--- config.mk ---
export PLATFORM = sky130hd
export DESIGN_NAME = svtf_front
export DESIGN_NICKNAME = d
export VERILOG_FILES = /design/src/rtl/svtf_pkg.sv /design/src/rtl/svtf_front.sv
export VERILOG_INCLUDE_DIRS = /design/src /design/src/rtl
export SDC_FILE = /design/constraint.sdc
export NUM_CORES = 2
export LEC_CHECK = 0
export BUFFER_PORTS_ARGS = -buffer_cell sky130_fd_sc_hd__buf_2
export CORE_ASPECT_RATIO = 1.25
export CORE_MARGIN = 5
export CORE_UTILIZATION = 52
export CTS_BUF_LIST = sky130_fd_sc_hd__clkbuf_4 sky130_fd_sc_hd__clkbuf_8
export DETAILED_ROUTE_END_ITERATION = 10
export PLACE_DENSITY = 0.74
export SYNTH_ARGS = -nofsm -noshare
export SYNTH_HDL_FRONTEND = slang
export SYNTH_SLANG_ARGS = --single-unit
--- constraint.sdc ---
create_clock -name clk -period 7.9 [get_ports clk]
set_input_delay 1.58 -clock clk [delete_from_list [all_inputs] [get_ports clk]]
set_output_delay 1.58 -clock clk [all_outputs]
set_load 0.02 [all_outputs]
--- src/rtl/sample_variance_threshold_filter_top_macros.svh ---
// assertion macros shared by the variance filter modules
// define NO_ASSERTIONS to compile them out
`ifndef SAMPLE_VARIANCE_THRESHOLD_FILTER_TOP_MACROS_SVH
`define SAMPLE_VARIANCE_THRESHOLD_FILTER_TOP_MACROS_SVH
`ifndef NO_ASSERTIONS
// property that must hold at every clock edge out of reset
`define SVTF_ASSERT(lbl, prop) \
	lbl: assert property (@(posedge clk) disable iff (!arst_n) (prop)) \
		else $error("%m: check failed");
// consequence that must hold in the cycle after the antecedent
`define SVTF_ASSERT_NEXT(lbl, ante, cons) \
	lbl: assert property (@(posedge clk) disable iff (!arst_n) (ante) |=> (cons)) \
		else $error("%m: check failed");
`else
`define SVTF_ASSERT(lbl, prop)
`define SVTF_ASSERT_NEXT(lbl, ante, cons)
`endif
`endif

--- src/rtl/svtf_pkg.sv ---
`timescale 1ns / 1ps
package svtf_pkg;

	// group size bound and field widths
	localparam int MAX_SAMPLES = 65536;
	localparam int Z_W         = 24;
	localparam int CNT_W       = 17;
	localparam int SUM_W       = 40;
	localparam int SQS_W       = 63;
	localparam int SQ_W        = 2 * Z_W;
	localparam int THR_W       = 40;

	// shared multiplier and verdict accumulators
	localparam int MUL_W  = 32;
	localparam int PROD_W = 2 * MUL_W;
	localparam int ACC_W  = 80;
	localparam int HI_W   = SUM_W - MUL_W;

	// group queue
	localparam int QUEUE_DEPTH = 2;
	localparam int QPTR_W      = $clog2(QUEUE_DEPTH);

	// register port
	localparam int APB_ADDR_W = 4;
	localparam int APB_DATA_W = 64;
	localparam logic REG_FILTER_ENABLE = 1'b0;
	localparam logic REG_MAX_VARIANCE  = 1'b1;

	// input beat
	typedef struct packed {
		logic signed [Z_W-1:0] z_sample;
		logic                  last_sample;
	} svtf_in_t;

	// result beat
	typedef struct packed {
		logic keep_group;
		logic count_overflow;
	} svtf_out_t;

	// totals of one finished group, front to back
	typedef struct packed {
		logic [CNT_W-1:0] sample_count;
		logic [SUM_W-1:0] height_sum;
		logic [SQS_W-1:0] height_square_sum;
		logic             overflow_seen;
	} svtf_rec_t;

	// back end sequencer
	typedef enum logic [1:0] {
		BK_IDLE,
		BK_MUL,
		BK_LAST,
		BK_DONE
	} svtf_bk_state_t;

	// partial products, in issue order
	typedef enum logic [2:0] {
		STEP_NN1,
		STEP_NS2L,
		STEP_NS2H,
		STEP_MLML,
		STEP_MHML,
		STEP_MHMH,
		STEP_TLP,
		STEP_THP
	} svtf_step_t;

endpackage

--- src/rtl/svtf_front.sv ---
`timescale 1ns / 1ps
`include "sample_variance_threshold_filter_top_macros.svh"
module svtf_front
	import svtf_pkg::*;
(
	input  logic      clk,
	input  logic      arst_n,
	input  logic      in_valid,
	output logic      in_ready,
	input  svtf_in_t  in_data,
	output logic      rec_valid,
	input  logic      rec_ready,
	output svtf_rec_t rec
);

	logic                  valid_s1;
	logic signed [Z_W-1:0] z_s1;
	logic                  last_s1;
	logic [SQ_W-1:0]       sq_s1;

	logic [CNT_W-1:0] count_q;
	logic [SUM_W-1:0] sum_q;
	logic [SQS_W-1:0] sqsum_q;
	logic             ovf_q;

	logic [Z_W-1:0]   z_mag;
	logic             full;
	logic             advance;
	logic             push;
	logic [CNT_W-1:0] count_nx;
	logic [SUM_W-1:0] sum_nx;
	logic [SQS_W-1:0] sqsum_nx;
	logic             ovf_nx;

	// magnitude of the incoming height, fits unsigned in the field width
	assign z_mag = in_data.z_sample[Z_W-1] ? (~in_data.z_sample + 1'b1) : in_data.z_sample;

	// stage 1 holds one beat; it drains unless a final beat finds the queue full
	assign advance  = !valid_s1 || !last_s1 || rec_ready;
	assign in_ready = advance;
	assign push     = valid_s1 && last_s1 && rec_ready;

	// square of the height, registered before accumulation
	always_ff @(posedge clk or negedge arst_n) begin
		if (!arst_n) begin
			valid_s1 <= 1'b0;
		end else if (advance) begin
			valid_s1 <= in_valid;
		end
	end

	always_ff @(posedge clk) begin
		if (advance && in_valid) begin
			z_s1    <= in_data.z_sample;
			last_s1 <= in_data.last_sample;
			sq_s1   <= SQ_W'(z_mag) * SQ_W'(z_mag);
		end
	end

	// running totals with this beat folded in
	always_comb begin
		full     = (count_q == CNT_W'(MAX_SAMPLES));
		count_nx = count_q;
		sum_nx   = sum_q;
		sqsum_nx = sqsum_q;
		ovf_nx   = ovf_q;
		if (full) begin
			ovf_nx = 1'b1;
		end else begin
			count_nx = count_q + 1'b1;
			sum_nx   = sum_q + {{(SUM_W-Z_W){z_s1[Z_W-1]}}, z_s1};
			sqsum_nx = sqsum_q + {{(SQS_W-SQ_W){1'b0}}, sq_s1};
		end
	end

	assign rec_valid             = valid_s1 && last_s1;
	assign rec.sample_count      = count_nx;
	assign rec.height_sum        = sum_nx;
	assign rec.height_square_sum = sqsum_nx;
	assign rec.overflow_seen     = ovf_nx;

	// accumulators, cleared once a group is handed over
	always_ff @(posedge clk or negedge arst_n) begin
		if (!arst_n) begin
			count_q <= '0;
			sum_q   <= '0;
			sqsum_q <= '0;
			ovf_q   <= 1'b0;
		end else if (valid_s1 && advance) begin
			if (last_s1) begin
				count_q <= '0;
				sum_q   <= '0;
				sqsum_q <= '0;
				ovf_q   <= 1'b0;
			end else begin
				count_q <= count_nx;
				sum_q   <= sum_nx;
				sqsum_q <= sqsum_nx;
				ovf_q   <= ovf_nx;
			end
		end
	end

	`SVTF_ASSERT(a_count_bound, count_q <= CNT_W'(MAX_SAMPLES))
	`SVTF_ASSERT_NEXT(a_group_clear, push, count_q == '0 && !ovf_q && sum_q == '0)

endmodule

==> results.yml <==
setup_path:
  crit_path_max_incr_delay_ns: 0.57
  cp.depth: 36
  worstSetupPathType: "input pin to flip-flop"
  timing.rr.end: "sqsum_q[61]"
  cp_num_buf_inv: 10
  rrSetupSlack_ns: 3.61
  crit_family: "adder cells"
  crit_top_cell: "fa_1"
  r2r_start: "sqsum_q[21]"
  crit_end: "sq_s1[47]"
  r2r_cells: 10
  cp-start-kind: "input pin"
  crit_fanout: 4
  worstPathRequired_ns: 8.17
  setup.worst_path.start: "in_data[8]"
  cp_data_arrival_time_ns: 10.13
  worst_setup_path_end_kind: "flip-flop"
  critical-path-slowest-cell: "or4_4"
synth:
  synthSimpleGateAreaFrac: 0.126
  synth_compound_area_frac: 0.138
  ys_async_sr_fraction: 0.632
  synth-main-ff-cell: "dfrtp_1"
  synth_cell_types: 82
  ys_warn_count: 0
  syn_area_per_cell_um2: 8.86
  seq_area_frac_synth: 0.177
  synth_top_cell_area_share: 0.291
  synthMuxAreaShare: 0.00350
  synth_top_family_by_area: "adder cells"
  netlist_area_um2: 29300
  synth_fa_ha_area_frac: 0.401
  synth_edf_count: 71
  yosysTopAreaCell: "fa_1"
  synth_area_leaders: "fa_1, ha_1, dfrtp_1"
  ys_ff_latch: 193
  synth_xor_xnor_area_share: 0.0559
  syn-instance-count: 3311
worst_hold_path:
  hold_class: "flip-flop to flip-flop"
sta:
  period_minus_slack_ns: 9.86
  setup_viol: 34
  setup_slack_ns: -1.96
  clock_skew_ns: 0.0234
  final_hold_viol_count: 0
  slew_violations: 0
  min_period_over_period: 1.25
  relSlewSlack: 0.364
  grt_setup_unrepaired: "yes"
  tightest_slew_ns: 0.954
  fmax_mhz: 101
job:
  cap_violations: 0
final_layout:
  syn_to_final_growth_pct: 23.0
  layout_common_cells: "inv_1, buf_4, fa_1"
  post-route-util: 0.645
  final_common_cell: "inv_1"
  multiInputGateArea_um2: 22500
  seq_area_um2: 5180
  fill_cells: 4352
  fin_cells: 4608
  nNetsFinal: 4562
  drive_above_1_share: 0.232
outcome:
  violations: "setup timing"
  status: "finished with violations"
floorplanning:
  dieArea_um2: 61300
  die_y_um: 275
  io_pins: 152
  rows: 97
  initial_core_util: 0.524
  core_area_um2: 55900
  die_x_um: 222
clock_network:
  root_buffer: "clkbuf_8"
  clk_pin_slew_ns: 0.10
  hold_buffers: 0
  htreeDepth: 4
  cts_tree: "built"
  cts_made_buffers: 17
  cts_sinks: 193
  cts_max_path_buffers: 2
  clk_latency_ns: 0.53
route:
  routed_wl_um: 87800
  route.detailed.drc: 0
  dr.first_iter.drc_count: 1916
  dr_total_vias: 25600
  avgViaCountPerCell: 5.56
  drt-pass1-iter-count: 6
  antenna_left: 0
  wire_per_inst_um: 19.0
grt:
  overflow: 0
  grt_max_degree: 77
  grt_pass1_wl_um: 136000
  antenna_found_initial: 3
  grt_pass1_vias: 26500
  grt_usage: 0.276
place:
  routabilityCongestion: 0.979
  post-dp-hpwl_um: 69100
  portBuffers: 151
  dp_cells: 4517
[worst min-delay path by stage]
stage | startpoint | endpoint | slack [ns] | depth (start not counted)
after floorplan | sum_q[38] | sum_q[38] | 0.47 | 2
after global placement | sqsum_q[37] | sqsum_q[37] | 0.49 | 2
after detailed placement | sqsum_q[39] | sqsum_q[39] | 0.50 | 2
after CTS | sqsum_q[34] | sqsum_q[34] | 0.53 | 2
after global routing | sum_q[38] | sum_q[38] | 0.55 | 2
final | sum_q[38] | sum_q[38] | 0.52 | 2
[synth_stat cells, types with 5 or more instances]
library cell	count
and3_1	13
clkbuf_1	109
o221ai_1	6
o211ai_1	16
a221oi_1	5
nor2b_1	19
o21bai_1	24
ha_1	258
a22o_1	47
inv_1	623
a211oi_1	10
mux2i_1	8
o21ai_0	187
nor2_1	246
nand3_1	40
a21oi_1	179
xor2_1	70
and2_1	15
xnor2_1	109
nand4_1	31
inv_2	7
a21o_1	62
a31oi_1	15
and4_1	6
or3_1	9
edfxtp_1	71
o41ai_1	5
nand2b_1	13
buf_2	9
or2_2	6
or4_1	7
nor3b_1	5
o31ai_1	15
dfrtp_1	122
nor3_1	26
o21a_1	15
fa_1	426
nand2_1	384
[layout make-up]
type                       instances  area share
sequential                       193       0.144
multi-input combinational       2375       0.623
timing repair buffer             629       0.130
antenna                            4    0.000277
tap                              742      0.0257
clock inverter                    14     0.00427
inverter                         633      0.0662
clock buffer                      18     0.00669
[metal layers]
layer  routed length (µm)  GRT usage
met1                33800      0.342
met3                 5910     0.0381
met2                43200      0.485
met4                 4800      0.120
met5                    0          0
[stage by stage]
stage                     setup slack (ns)  instance area, µm²  hold WS, ns  setup TNS, ns
final                                -1.96               36100        0.519         -46.07
after global placement               -2.56               34100        0.489         -66.52
after floorplan                      -2.00               29600        0.475         -46.53
after CTS                            -1.64               35300        0.525         -37.18
after detailed placement             -2.74               34100        0.503         -70.97
after global routing                 -2.14               36100        0.551         -51.51
[cells by family after synthesis]
logic type,count (synthesis)
buf+inv,758
fa+ha+maj,684
other cells,2
compound gates,642
flops,193
mux,10
xor+xnor,182
simple gates,840
[worst reg2reg max path, delay by kind of cell, from the launching register on]
| kind | cells | cell delay [ns] |
|---|---|---|
| AOI/OAI and AO/OA | 4 | 1.89 |
| and+or+nand+nor | 5 | 1.50 |
| DFF | 1 | 0.42 |
| adders and majority gates | 1 | 0.45 |
[registers in the layout, summed over array words and instances (netlist names)]
signal / count
last_s1: 1
z_s1: 24
count_q: 17
valid_s1: 1
ovf_q: 1
sum_q: 40
sqsum_q: 63
sq_s1: 46
[timing repair]
item                       CTS  global route
gates resized for setup    145           130
pin swaps                   92            85
setup endpoints to repair   35            35
setup buffers               31            33
Power is not shown: default switching activity piles up to over one toggle a cycle in this logic, so the estimate is an artifact.
