$ cat src/rtl/sample_variance_threshold_filter_top_macros.svh
// assertion macros shared by the variance filter modules
// define NO_ASSERTIONS to compile them out
`ifndef SAMPLE_VARIANCE_THRESHOLD_FILTER_TOP_MACROS_SVH
`define SAMPLE_VARIANCE_THRESHOLD_FILTER_TOP_MACROS_SVH
`ifndef NO_ASSERTIONS
// property that must hold at every clock edge out of reset
`define SVTF_ASSERT(lbl, prop) \
	lbl: assert property (@(posedge clk) disable iff (!arst_n) (prop)) \
		else $error("%m: check failed");
// consequence that must hold in the cycle after the antecedent
`define SVTF_ASSERT_NEXT(lbl, ante, cons) \
	lbl: assert property (@(posedge clk) disable iff (!arst_n) (ante) |=> (cons)) \
		else $error("%m: check failed");
`else
`define SVTF_ASSERT(lbl, prop)
`define SVTF_ASSERT_NEXT(lbl, ante, cons)
`endif
`endif

$ cat src/rtl/svtf_pkg.sv
`timescale 1ns / 1ps
package svtf_pkg;

	// group size bound and field widths
	localparam int MAX_SAMPLES = 65536;
	localparam int Z_W         = 24;
	localparam int CNT_W       = 17;
	localparam int SUM_W       = 40;
	localparam int SQS_W       = 63;
	localparam int SQ_W        = 2 * Z_W;
	localparam int THR_W       = 40;

	// shared multiplier and verdict accumulators
	localparam int MUL_W  = 32;
	localparam int PROD_W = 2 * MUL_W;
	localparam int ACC_W  = 80;
	localparam int HI_W   = SUM_W - MUL_W;

	// group queue
	localparam int QUEUE_DEPTH = 2;
	localparam int QPTR_W      = $clog2(QUEUE_DEPTH);

	// register port
	localparam int APB_ADDR_W = 4;
	localparam int APB_DATA_W = 64;
	localparam logic REG_FILTER_ENABLE = 1'b0;
	localparam logic REG_MAX_VARIANCE  = 1'b1;

	// input beat
	typedef struct packed {
		logic signed [Z_W-1:0] z_sample;
		logic                  last_sample;
	} svtf_in_t;

	// result beat
	typedef struct packed {
		logic keep_group;
		logic count_overflow;
	} svtf_out_t;

	// totals of one finished group, front to back
	typedef struct packed {
		logic [CNT_W-1:0] sample_count;
		logic [SUM_W-1:0] height_sum;
		logic [SQS_W-1:0] height_square_sum;
		logic             overflow_seen;
	} svtf_rec_t;

	// back end sequencer
	typedef enum logic [1:0] {
		BK_IDLE,
		BK_MUL,
		BK_LAST,
		BK_DONE
	} svtf_bk_state_t;

	// partial products, in issue order
	typedef enum logic [2:0] {
		STEP_NN1,
		STEP_NS2L,
		STEP_NS2H,
		STEP_MLML,
		STEP_MHML,
		STEP_MHMH,
		STEP_TLP,
		STEP_THP
	} svtf_step_t;

endpackage

$ cat src/rtl/svtf_queue.sv
`timescale 1ns / 1ps
module svtf_queue
	import svtf_pkg::*;
(
	input  logic      clk,
	input  logic      arst_n,
	input  logic      push_valid,
	output logic      push_ready,
	input  svtf_rec_t push_rec,
	output logic      pop_valid,
	input  logic      pop_ready,
	output svtf_rec_t pop_rec
);

	svtf_rec_t         entry_q [QUEUE_DEPTH];
	logic [QPTR_W-1:0] wr_ptr_q;
	logic [QPTR_W-1:0] rd_ptr_q;
	logic [QPTR_W:0]   fill_q;
	logic              do_push;
	logic              do_pop;

	assign push_ready = (fill_q != (QPTR_W+1)'(QUEUE_DEPTH));
	assign pop_valid  = (fill_q != '0);
	assign pop_rec    = entry_q[rd_ptr_q];
	assign do_push    = push_valid && push_ready;
	assign do_pop     = pop_valid && pop_ready;

	// pointers and fill level
	always_ff @(posedge clk or negedge arst_n) begin
		if (!arst_n) begin
			wr_ptr_q <= '0;
			rd_ptr_q <= '0;
			fill_q   <= '0;
		end else begin
			if (do_push) begin
				wr_ptr_q <= wr_ptr_q + 1'b1;
			end
			if (do_pop) begin
				rd_ptr_q <= rd_ptr_q + 1'b1;
			end
			case ({do_push, do_pop})
				2'b10:   fill_q <= fill_q + 1'b1;
				2'b01:   fill_q <= fill_q - 1'b1;
				default: fill_q <= fill_q;
			endcase
		end
	end

	// entry storage
	always_ff @(posedge clk) begin
		if (do_push) begin
			entry_q[wr_ptr_q] <= push_rec;
		end
	end

endmodule

$ cat config.mk
export PLATFORM = sky130hd
export DESIGN_NAME = svtf_queue
export DESIGN_NICKNAME = d
export VERILOG_FILES = /design/src/rtl/sample_variance_threshold_filter_top_macros.svh /design/src/rtl/svtf_pkg.sv /design/src/rtl/svtf_queue.sv
export SDC_FILE = /design/constraint.sdc
export NUM_CORES = 1
export LEC_CHECK = 0
export ABC_CLOCK_PERIOD_IN_PS = 6600
export BUFFER_PORTS_ARGS = -buffer_cell sky130_fd_sc_hd__buf_4
export CAP_MARGIN = 20
export CORE_MARGIN = 10
export CORE_UTILIZATION = 47
export CTS_CLUSTER_SIZE = 8
export DETAILED_ROUTE_END_ITERATION = 10
export GPL_TIMING_DRIVEN = 1
export PLACE_DENSITY = 0.79
export SYNTH_ARGS = -nofsm -noshare
export SYNTH_HDL_FRONTEND = slang
export SYNTH_SLANG_ARGS = --single-unit
export TNS_END_PERCENT = 30
$ cat constraint.sdc
create_clock -name clk -period 6.6 [get_ports clk]
set_input_delay 1.32 -clock clk [delete_from_list [all_inputs] [get_ports clk]]
set_output_delay 1.32 -clock clk [all_outputs]
set_load 0.02 [all_outputs]
==> results of run 1 <==
-- flip-flops by register name, indices dropped and copies added (netlist names) --
name,count
wr_ptr_q,1
fill_q,2
entry_q,242
rd_ptr_q,1
-- worst register-to-register path, delay by kind of cell, from the launching register on --
kind | cells | cell delay (ps)
buffers and inverters | 1 | 740
DFF | 1 | 400
and+or+nand+nor | 2 | 1020
-- cells in the final DEF, fill, tap and decap left out --
cell type  count
and2_4         1
and3_4         1
buf_12         1
buf_4        250
clkbuf_1       6
clkbuf_16     37
clkbuf_8       1
dfrtp_1        3
dfrtp_4        1
edfxtp_1     242
ha_1           1
mux2_2        41
mux2_4        80
nand2_1        1
nand2b_1       1
nor2_1         1
nor2_4         1
or2_2          1
xnor2_1        3
xor2_1         2
-- worst max path at each step --
| stage | startpoint | end | slack (ps) | cells past startpoint |
|---|---|---|---|---|
| finish | rd_ptr_q | pop_rec[120] | 2730 | 3 |
| floorplan | push_valid | entry_q[0][0] | 1590 | 2 |
| global route | rd_ptr_q | pop_rec[115] | 2570 | 3 |
| CTS | rd_ptr_q | pop_rec[120] | 2650 | 3 |
| global placement | rd_ptr_q | pop_rec[115] | 3190 | 3 |
| detailed placement | rd_ptr_q | pop_rec[120] | 3170 | 3 |
-- cell usage after synthesis --
library cell	n
xnor2_1	3
buf_6	9
and3_1	1
mux2_2	41
nand2_1	1
xor2_1	2
and2_4	1
or2_2	1
ha_1	1
nor2_1	2
mux2_4	80
edfxtp_1	242
dfrtp_1	4
nand2b_1	1
buf_2	4
buf_8	1
-- area by class of cell --
type | instances | area (um^2)
clock buffer | 44 | 962
fill | 1391 | 7070
multi-input combinational | 134 | 1770
sequential | 246 | 7370
tap | 265 | 332
timing repair buffer | 251 | 1900
-- per-stage QoR --
stage          std cells  hold slack, ps  setup slack (ps)  total power, mW
6_report             940             499              2730             5.92
5_1_grt              940             519              2570             6.19
4_1_cts              940             499              2650             6.02
3_5_place_dp         896             486              3170             4.42
3_3_place_gp         896             472              3190             4.37
2_1_floorplan        394             456              1590             3.68
-- cell families (layout without fill, tap and decap cells) --
group,count (synthesis),after routing
AND/OR/NAND/NOR,7,7
flip-flops,246,246
multiplexers,121,121
buffers and inverters,14,295
adder cells (fa/ha/maj),1,1
XOR/XNOR,5,5
-- per-layer routing --
metal / part of all wire / GRT usage / vias to the layer above / routed length, um
met5: 0 / 0 / - / 0
met4: 0.028 / 0.0651 / 0 / 550
met3: 0.084 / 0.0539 / 34 / 1640
met2: 0.50 / 0.246 / 203 / 9820
met1: 0.38 / 0.161 / 2271 / 7500
li1: - / - / 2102 / -
-- power by group --
part           internal, mW  switching, mW
logic                 0.987           1.06
registers              2.15          0.164
clock network          1.00          0.570
total                  4.13           1.79
==> reports/results.ini, run 1 <==
[status]
run_status = finished clean

[sta]
fin_setup_tns_ps = 0
period_share = 0.587
final_hold_viol_count = 0
grt_setup_unrepaired = false
setup_viol_count_final = 0
transition_time_at_the_pin_with_the_least_slew_margin_ps = 1060
finClkSkew_ps = 7.25
layout_min_cycle_time_ps = 3870
f_max_ghz = 0.258
slew-limit-headroom = 0.291
maxSlewViolCount = 0

[cts]
post-cts-setup-buffers = 0
cts_inserted_buffers = 36
clock_tree.htree_level_count = 2
number_of_gates_resized_after_cts = 0
cts_max_path_buffers = 3
path_clk_slew_ps = 50
insertion_delay_ps = 490
postCtsHoldBufs = 0
cts_root_buffer = clkbuf_16
tritoncts = done
clock-sinks = 246

[logic_synthesis]
synth-xor-area-share = 0.00473
synth_top_family_by_area = multiplexers
synth_top_area_cell = edfxtp_1
post-synth-top-area-fraction = 0.785
synth-simple-area-share = 0.00419
average_cell_area_after_synthesis_um2 = 23.5
synth_area_leaders = edfxtp_1, mux2_4, mux2_2
synth.ff_latch_count = 246
ys_seq_area_frac = 0.795
synth.area.mux_share = 0.180
synth_warnings = 0
synth_compound_area_frac = 0
synth.cell_area_um2 = 9260
syn_inst = 394
synth.distinct_cells = 16
synthAdderAreaFrac = 0.00135
syn_nets = 520

[global_routing]
largest_net_degree_at_the_start_of_global_routing = 79
grt_remaining_overflow = 0
grt_pass1_wl_mm = 29.4
antenna_found_initial = 0
global_route.usage.total = 0.146
first_global_vias = 5201

[min_path]
hold_path_end = fill_q[1]
holdCritPathClass = flip-flop to flip-flop
worst_hold_startpoint = fill_q[1]
min_delay_path_depth = 1

[placed_design]
numPortBuffers = 247
dpl_cell_area_um2 = 11400
globalplace.congestion = 0.742

[critical_path]
worst_setup_path_end_kind = output port
worst_reg_to_reg_path_cell_count = 3
crit_chain = buf_12, mux2_2, buf_4
critical_path.max_fanout = 67
timing.critical_path.max_delay_family = flip-flops
crit_arrival_ps = 2550
rr_startpoint = fill_q[0]
cp_data_required_time_ps = 5280
critical_path.slowest_cell = dfrtp_4
cp-start-kind = flip-flop
reg2reg_slack_ps = 4040
timing.critical_path.slowest_cell_delay_ps = 1000
regToRegEndpoint = entry_q[1][49]
critPathBufInv = 2
worstSetupPathType = flip-flop to output port

[route]
vias_per_cell = 4.90
drt_first_pass_iters = 4
finalWirelength_mm = 19.5
drc_violations = 0
dr.first_iter.drc_count = 235
route.detailed.wl_per_inst_um = 20.8
ant_nets = 0
via_count = 4610

[power]
worst_ir_drop_vdd_v = 0.000279
total_leakage_power_nw = 4.84
pwr_density_cell_nw_per_um2 = 480

[final_layout]
layout-area-overhead-vs-synth_pct = 33.2
nets = 795
final_layout_size_suffix_gt1_frac = 0.615
finish.instance_area_um2 = 12300
count_of_inserted_antenna_diode_cells = 0
layout.core_utilization = 0.636

[floorplan]
die_area_um2 = 25700
placeableCoreArea_um2 = 19400
floorplan.rows = 51
start_util = 0.477
die_width_um = 160
io-pin-count = 248
die_boundary_height_um = 160

[run]
max_cap_viols = 0

Note: power is estimated with default switching activity, not from simulation.
==> run 2: changes to the inputs <==
- ABC_CLOCK_PERIOD_IN_PS: 6600 -> 4050
- CORE_UTILIZATION: 47 -> 52
- PLACE_DENSITY: 0.79 -> 0.83
- clock period: 6.6 -> 4.05 ns (I/O delays scaled with it)
==> reports/results.ini, run 2 (synthesis results as in run 1) <==
[placed_design]
place_inst = 859
numPortBuffers = 247
dpl.hpwl_mm = 13.5
globalplace.congestion = 0.767

[route]
finalWirelength_mm = 19.3
route.detailed.wl_per_inst_um = 21.4
vias_per_cell = 5.11
dr.first_iter.drc_count = 177
drc_violations = 0
via_count = 4609
ant_nets = 0
drt_first_pass_iters = 4

[final_layout]
count_of_inserted_antenna_diode_cells = 0
registers.top_by_ff_count = entry_q
layout-area-overhead-vs-synth_pct = 33.0
fillCellCount = 1061
layout.area.seq_um2 = 7370
number_of_flip_flops_in_the_largest_register = 242
instances_no_fill = 902
layout.core_utilization = 0.710
registers_with_the_highest_flip_flop_counts = entry_q x242, fill_q x2
final_layout_size_suffix_gt1_frac = 0.616
layout_common_cells = buf_4, edfxtp_1, mux2_4, mux2_2, clkbuf_16
layout.cells.most_common = buf_4
nets = 798
area_occupied_by_multi_input_gates_um2 = 1770

[critical_path]
crit_arrival_ps = 2510
cp-start-kind = flip-flop
rr_startpoint = fill_q[0]
reg2reg_slack_ps = 2020
regToRegEndpoint = entry_q[1][67]
worstSetupPathType = flip-flop to output port
critical_path.max_fanout = 54
critical_path.startpoint = rd_ptr_q
cp_data_required_time_ps = 3240
worst_reg_to_reg_path_cell_count = 3
worst_setup_path_end_kind = output port

[power]
switchingPower_mw = 2.91
netSwitchingFraction = 0.301
worst_ir_drop_vdd_v = 0.000560
p_total_mw = 9.65
sequential_fraction_of_design_power = 0.391
cell_int_power_mw = 6.75
power_frac_comb = 0.349
clockPowerShare = 0.261
total_leakage_power_nw = 4.85
pwr_density_cell_nw_per_um2 = 784

[sta]
fin_hold_ws_ps = 126
maxSlewViolCount = 0
grt_setup_unrepaired = false
layout_min_cycle_time_ps = 3320
fin_setup_tns_ps = 0
transition_time_at_the_pin_with_the_least_slew_margin_ps = 948
period_share = 0.820
f_max_ghz = 0.301
setup_viol_count_final = 0
final_hold_viol_count = 0
slew-limit-headroom = 0.368
finClkSkew_ps = 6.70

[global_routing]
grt_pass1_wl_mm = 29.2
global_route.usage.total = 0.157
grt_remaining_overflow = 0
first_global_vias = 5143
antenna_found_initial = 0
largest_net_degree_at_the_start_of_global_routing = 84

[cts]
clock_tree.htree_level_count = 2
post-cts-setup-buffers = 0
cts_root_buffer = clkbuf_16
insertion_delay_ps = 480
number_of_gates_resized_after_cts = 0
path_clk_slew_ps = 50
cts_max_path_buffers = 3
postCtsHoldBufs = 0
tritoncts = done
cts_inserted_buffers = 36
clock-sinks = 246

[floorplan]
die_boundary_height_um = 153
io-pin-count = 248
start_util = 0.534
placeableCoreArea_um2 = 17400
floorplan.rows = 48
die_area_um2 = 23500
die_width_um = 153

[status]
run_status = finished clean

[run]
max_cap_viols = 0

[min_path]
holdCritPathClass = primary input to asynchronous set/reset pin

## run 2: cell count changes in the layout (fill, tap and decap cells not counted), sizes merged
cell and delta:
buf +3, clkbuf -1
## run 2: metrics by stage
| step | setup WS, ps | area [um^2] |
|---|---|---|
| floorplan | -79.5 | 9270 |
| global placement | 1240 | 11400 |
| detailed placement | 1190 | 11400 |
| CTS | 667 | 12300 |
| global route | 601 | 12300 |
| finish | 730 | 12300 |
## run 2: how the worst max path moves through the flow
stage / end / cells past startpoint
floorplan: entry_q[1][0] / 1
detailed placement: pop_rec[110] / 3
global placement: pop_rec[14] / 3
finish: pop_rec[110] / 3
CTS: pop_rec[110] / 3
global route: pop_rec[8] / 3
## run 2: cell type report
class,instances,area share
clock buffer,43,0.0770
multi-input combinational,134,0.144
sequential,246,0.598
tap,225,0.0229
timing repair buffer,254,0.158
## run 2: critical path, stage by stage (launching register included)
cell and delay [ps]:
dfrtp_4 1030, buf_4 430, mux2_2 390, buf_4 160
## run 2: power by group through the flow
stage / Clock, mW / Combinational, mW / Sequential, mW
after global routing: 2.70 / 3.56 / 3.83
final: 2.52 / 3.37 / 3.77
after floorplan: 0 / 2.31 / 3.68
after CTS: 2.58 / 3.43 / 3.79
after global placement: 0 / 3.35 / 3.79
after detailed placement: 0 / 3.42 / 3.82
## run 2: metal layers
metal  up-vias  track usage  part of all wire  wire, um
met5         -            0                 0         0
met4         0       0.0499             0.015       289
met3        20       0.0556             0.079      1530
met2       201        0.264              0.51      9790
met1      2280        0.185              0.40      7700
li1       2108            -                 -         -
==> run 3: changes to the inputs <==
- ABC_CLOCK_PERIOD_IN_PS: 4050 -> 2740
- CORE_UTILIZATION: 52 -> 47
- PLACE_DENSITY: 0.83 -> 0.79
- clock period: 4.05 -> 2.74 ns (I/O delays scaled with it)
==> reports/results.ini, run 3 (synthesis results as in run 1) <==
[run]
max_cap_viols = 0

[global_routing]
first_global_vias = 5147
largest_net_degree_at_the_start_of_global_routing = 78
antenna_found_initial = 0
grt_pass1_wl_mm = 28.9
grt_remaining_overflow = 0
global_route.usage.total = 0.142

[route]
route.detailed.wl_per_inst_um = 20.2
ant_nets = 0
drc_violations = 0
via_count = 4617
vias_per_cell = 4.89
drt_first_pass_iters = 5
finalWirelength_mm = 19.0
dr.first_iter.drc_count = 189

[cts]
clock-sinks = 246
path_clk_slew_ps = 50
clock_tree.htree_level_count = 2
cts_root_buffer = clkbuf_16
post-cts-setup-buffers = 0
cts_max_path_buffers = 3
tritoncts = done
cts_inserted_buffers = 36
insertion_delay_ps = 480

[final_layout]
layout-area-overhead-vs-synth_pct = 34.2
layout.cells.most_common = buf_4
layout.core_utilization = 0.641
layout_common_cells = buf_4, edfxtp_1, mux2_4, mux2_2, clkbuf_16
final_layout_size_suffix_gt1_frac = 0.619
fillCellCount = 1358
number_of_flip_flops_in_the_largest_register = 242
registers_with_the_highest_flip_flop_counts = entry_q x242, fill_q x2
nets = 799
registers.top_by_ff_count = entry_q
count_of_inserted_antenna_diode_cells = 0

[critical_path]
worstSetupPathType = flip-flop to output port
critPathBufInv = 2
cp_data_required_time_ps = 2190
cp-start-kind = flip-flop
critical_path.slowest_cell = dfrtp_4
worst_setup_path_end_kind = output port
reg2reg_slack_ps = 900
crit_chain = buf_4, mux2_4, buf_4
timing.critical_path.slowest_cell_delay_ps = 570
timing.critical_path.mode_cell = buf_4
timing.critical_path.max_delay_family = flip-flops
timing.critical_path.depth = 3
critical_path.max_fanout = 21
worst_reg_to_reg_path_cell_count = 3
crit_arrival_ps = 1980

[floorplan]
io-pin-count = 248
die_width_um = 160
die_area_um2 = 25700
placeableCoreArea_um2 = 19400
floorplan.rows = 51
die_boundary_height_um = 160
start_util = 0.477

[sta]
setup_viol_count_final = 0
slew-limit-headroom = 0.580
final_hold_viol_count = 0
maxSlewViolCount = 0
layout_min_cycle_time_ps = 2520
fin_ws_ps = 215
finClkSkew_ps = 9.79
period_share = 0.922
grt_setup_unrepaired = false
transition_time_at_the_pin_with_the_least_slew_margin_ps = 630
f_max_ghz = 0.396

[power]
switchingPower_mw = 4.32
worst_ir_drop_vdd_v = 0.000639
total_leakage_power_nw = 4.88
sequential_fraction_of_design_power = 0.378
cell_int_power_mw = 10.0
netSwitchingFraction = 0.301
power_frac_comb = 0.360
pwr_density_cell_nw_per_um2 = 1150
clockPowerShare = 0.262

[placed_design]
dpl.hpwl_mm = 13.4
globalplace.congestion = 0.713
post-place-ws_ps = 689
numPortBuffers = 247

[status]
run_status = finished clean

[min_path]
holdCritPathClass = primary input to flip-flop
min_delay_path_depth = 1

## run 3: routing by layer
layer	share of wire	vias up	wire length [um]	GRT usage
met1	0.39	2250	7510	0.162
met2	0.49	216	9290	0.236
li1	-	2113	-	-
met3	0.091	38	1730	0.0562
met5	0	-	0	0
met4	0.026	0	499	0.0580
## run 3: cell type report
| type | count | area (um^2) | share of cell area |
|---|---|---|---|
| Sequential cell | 246 | 7370 | 0.593 |
| Timing Repair Buffer | 255 | 1980 | 0.159 |
| Multi-Input combinational cell | 134 | 1790 | 0.144 |
| Clock buffer | 44 | 962 | 0.0774 |
| Tap cell | 265 | 332 | 0.0267 |
## run 3: final timing paths
path | from | end
worst max-delay path | rd_ptr_q | pop_rec[42]
worst min-delay path | push_rec[83] | entry_q[1][83]
worst max register to register | fill_q[0] | entry_q[1][104]
worst min register to register | wr_ptr_q | wr_ptr_q
max in group asynchronous | arst_n | rd_ptr_q
min in group asynchronous | arst_n | rd_ptr_q
## run 3: worst register-to-register path, cell delays in order (launching register included)
cell	delay (ps)
dfrtp_1	420
nand2b_4	180
and3_4	530
buf_12	330
## run 3: power by group through the flow
stage	registers, mW	logic, mW	clock network [mW]
finish	5.42	5.16	3.76
global placement	5.44	5.17	0
global route	5.50	5.46	4.03
floorplan	5.41	3.43	0
CTS	5.44	5.26	3.86
detailed placement	5.50	5.25	0
## run 3: stage by stage
step | setup TNS, ps | total power, mW | hold WS (ps) | area, um^2 | std cells
2_1_floorplan | -15170 | 8.84 | 252 | 9290 | 394
3_3_place_gp | 0 | 10.6 | 348 | 11500 | 899
3_5_place_dp | 0 | 10.7 | 350 | 11500 | 899
4_1_cts | 0 | 14.6 | 225 | 12400 | 944
5_1_grt | 0 | 15.0 | 231 | 12400 | 944
6_report | 0 | 14.3 | 252 | 12400 | 944
## run 3: repair_timing
| action | 4_1_cts | 5_1_grt |
|---|---|---|
| hold buffers | 1 | 0 |
| gates resized for setup | 0 | 0 |
| hold endpoints to repair | 4 | 0 |
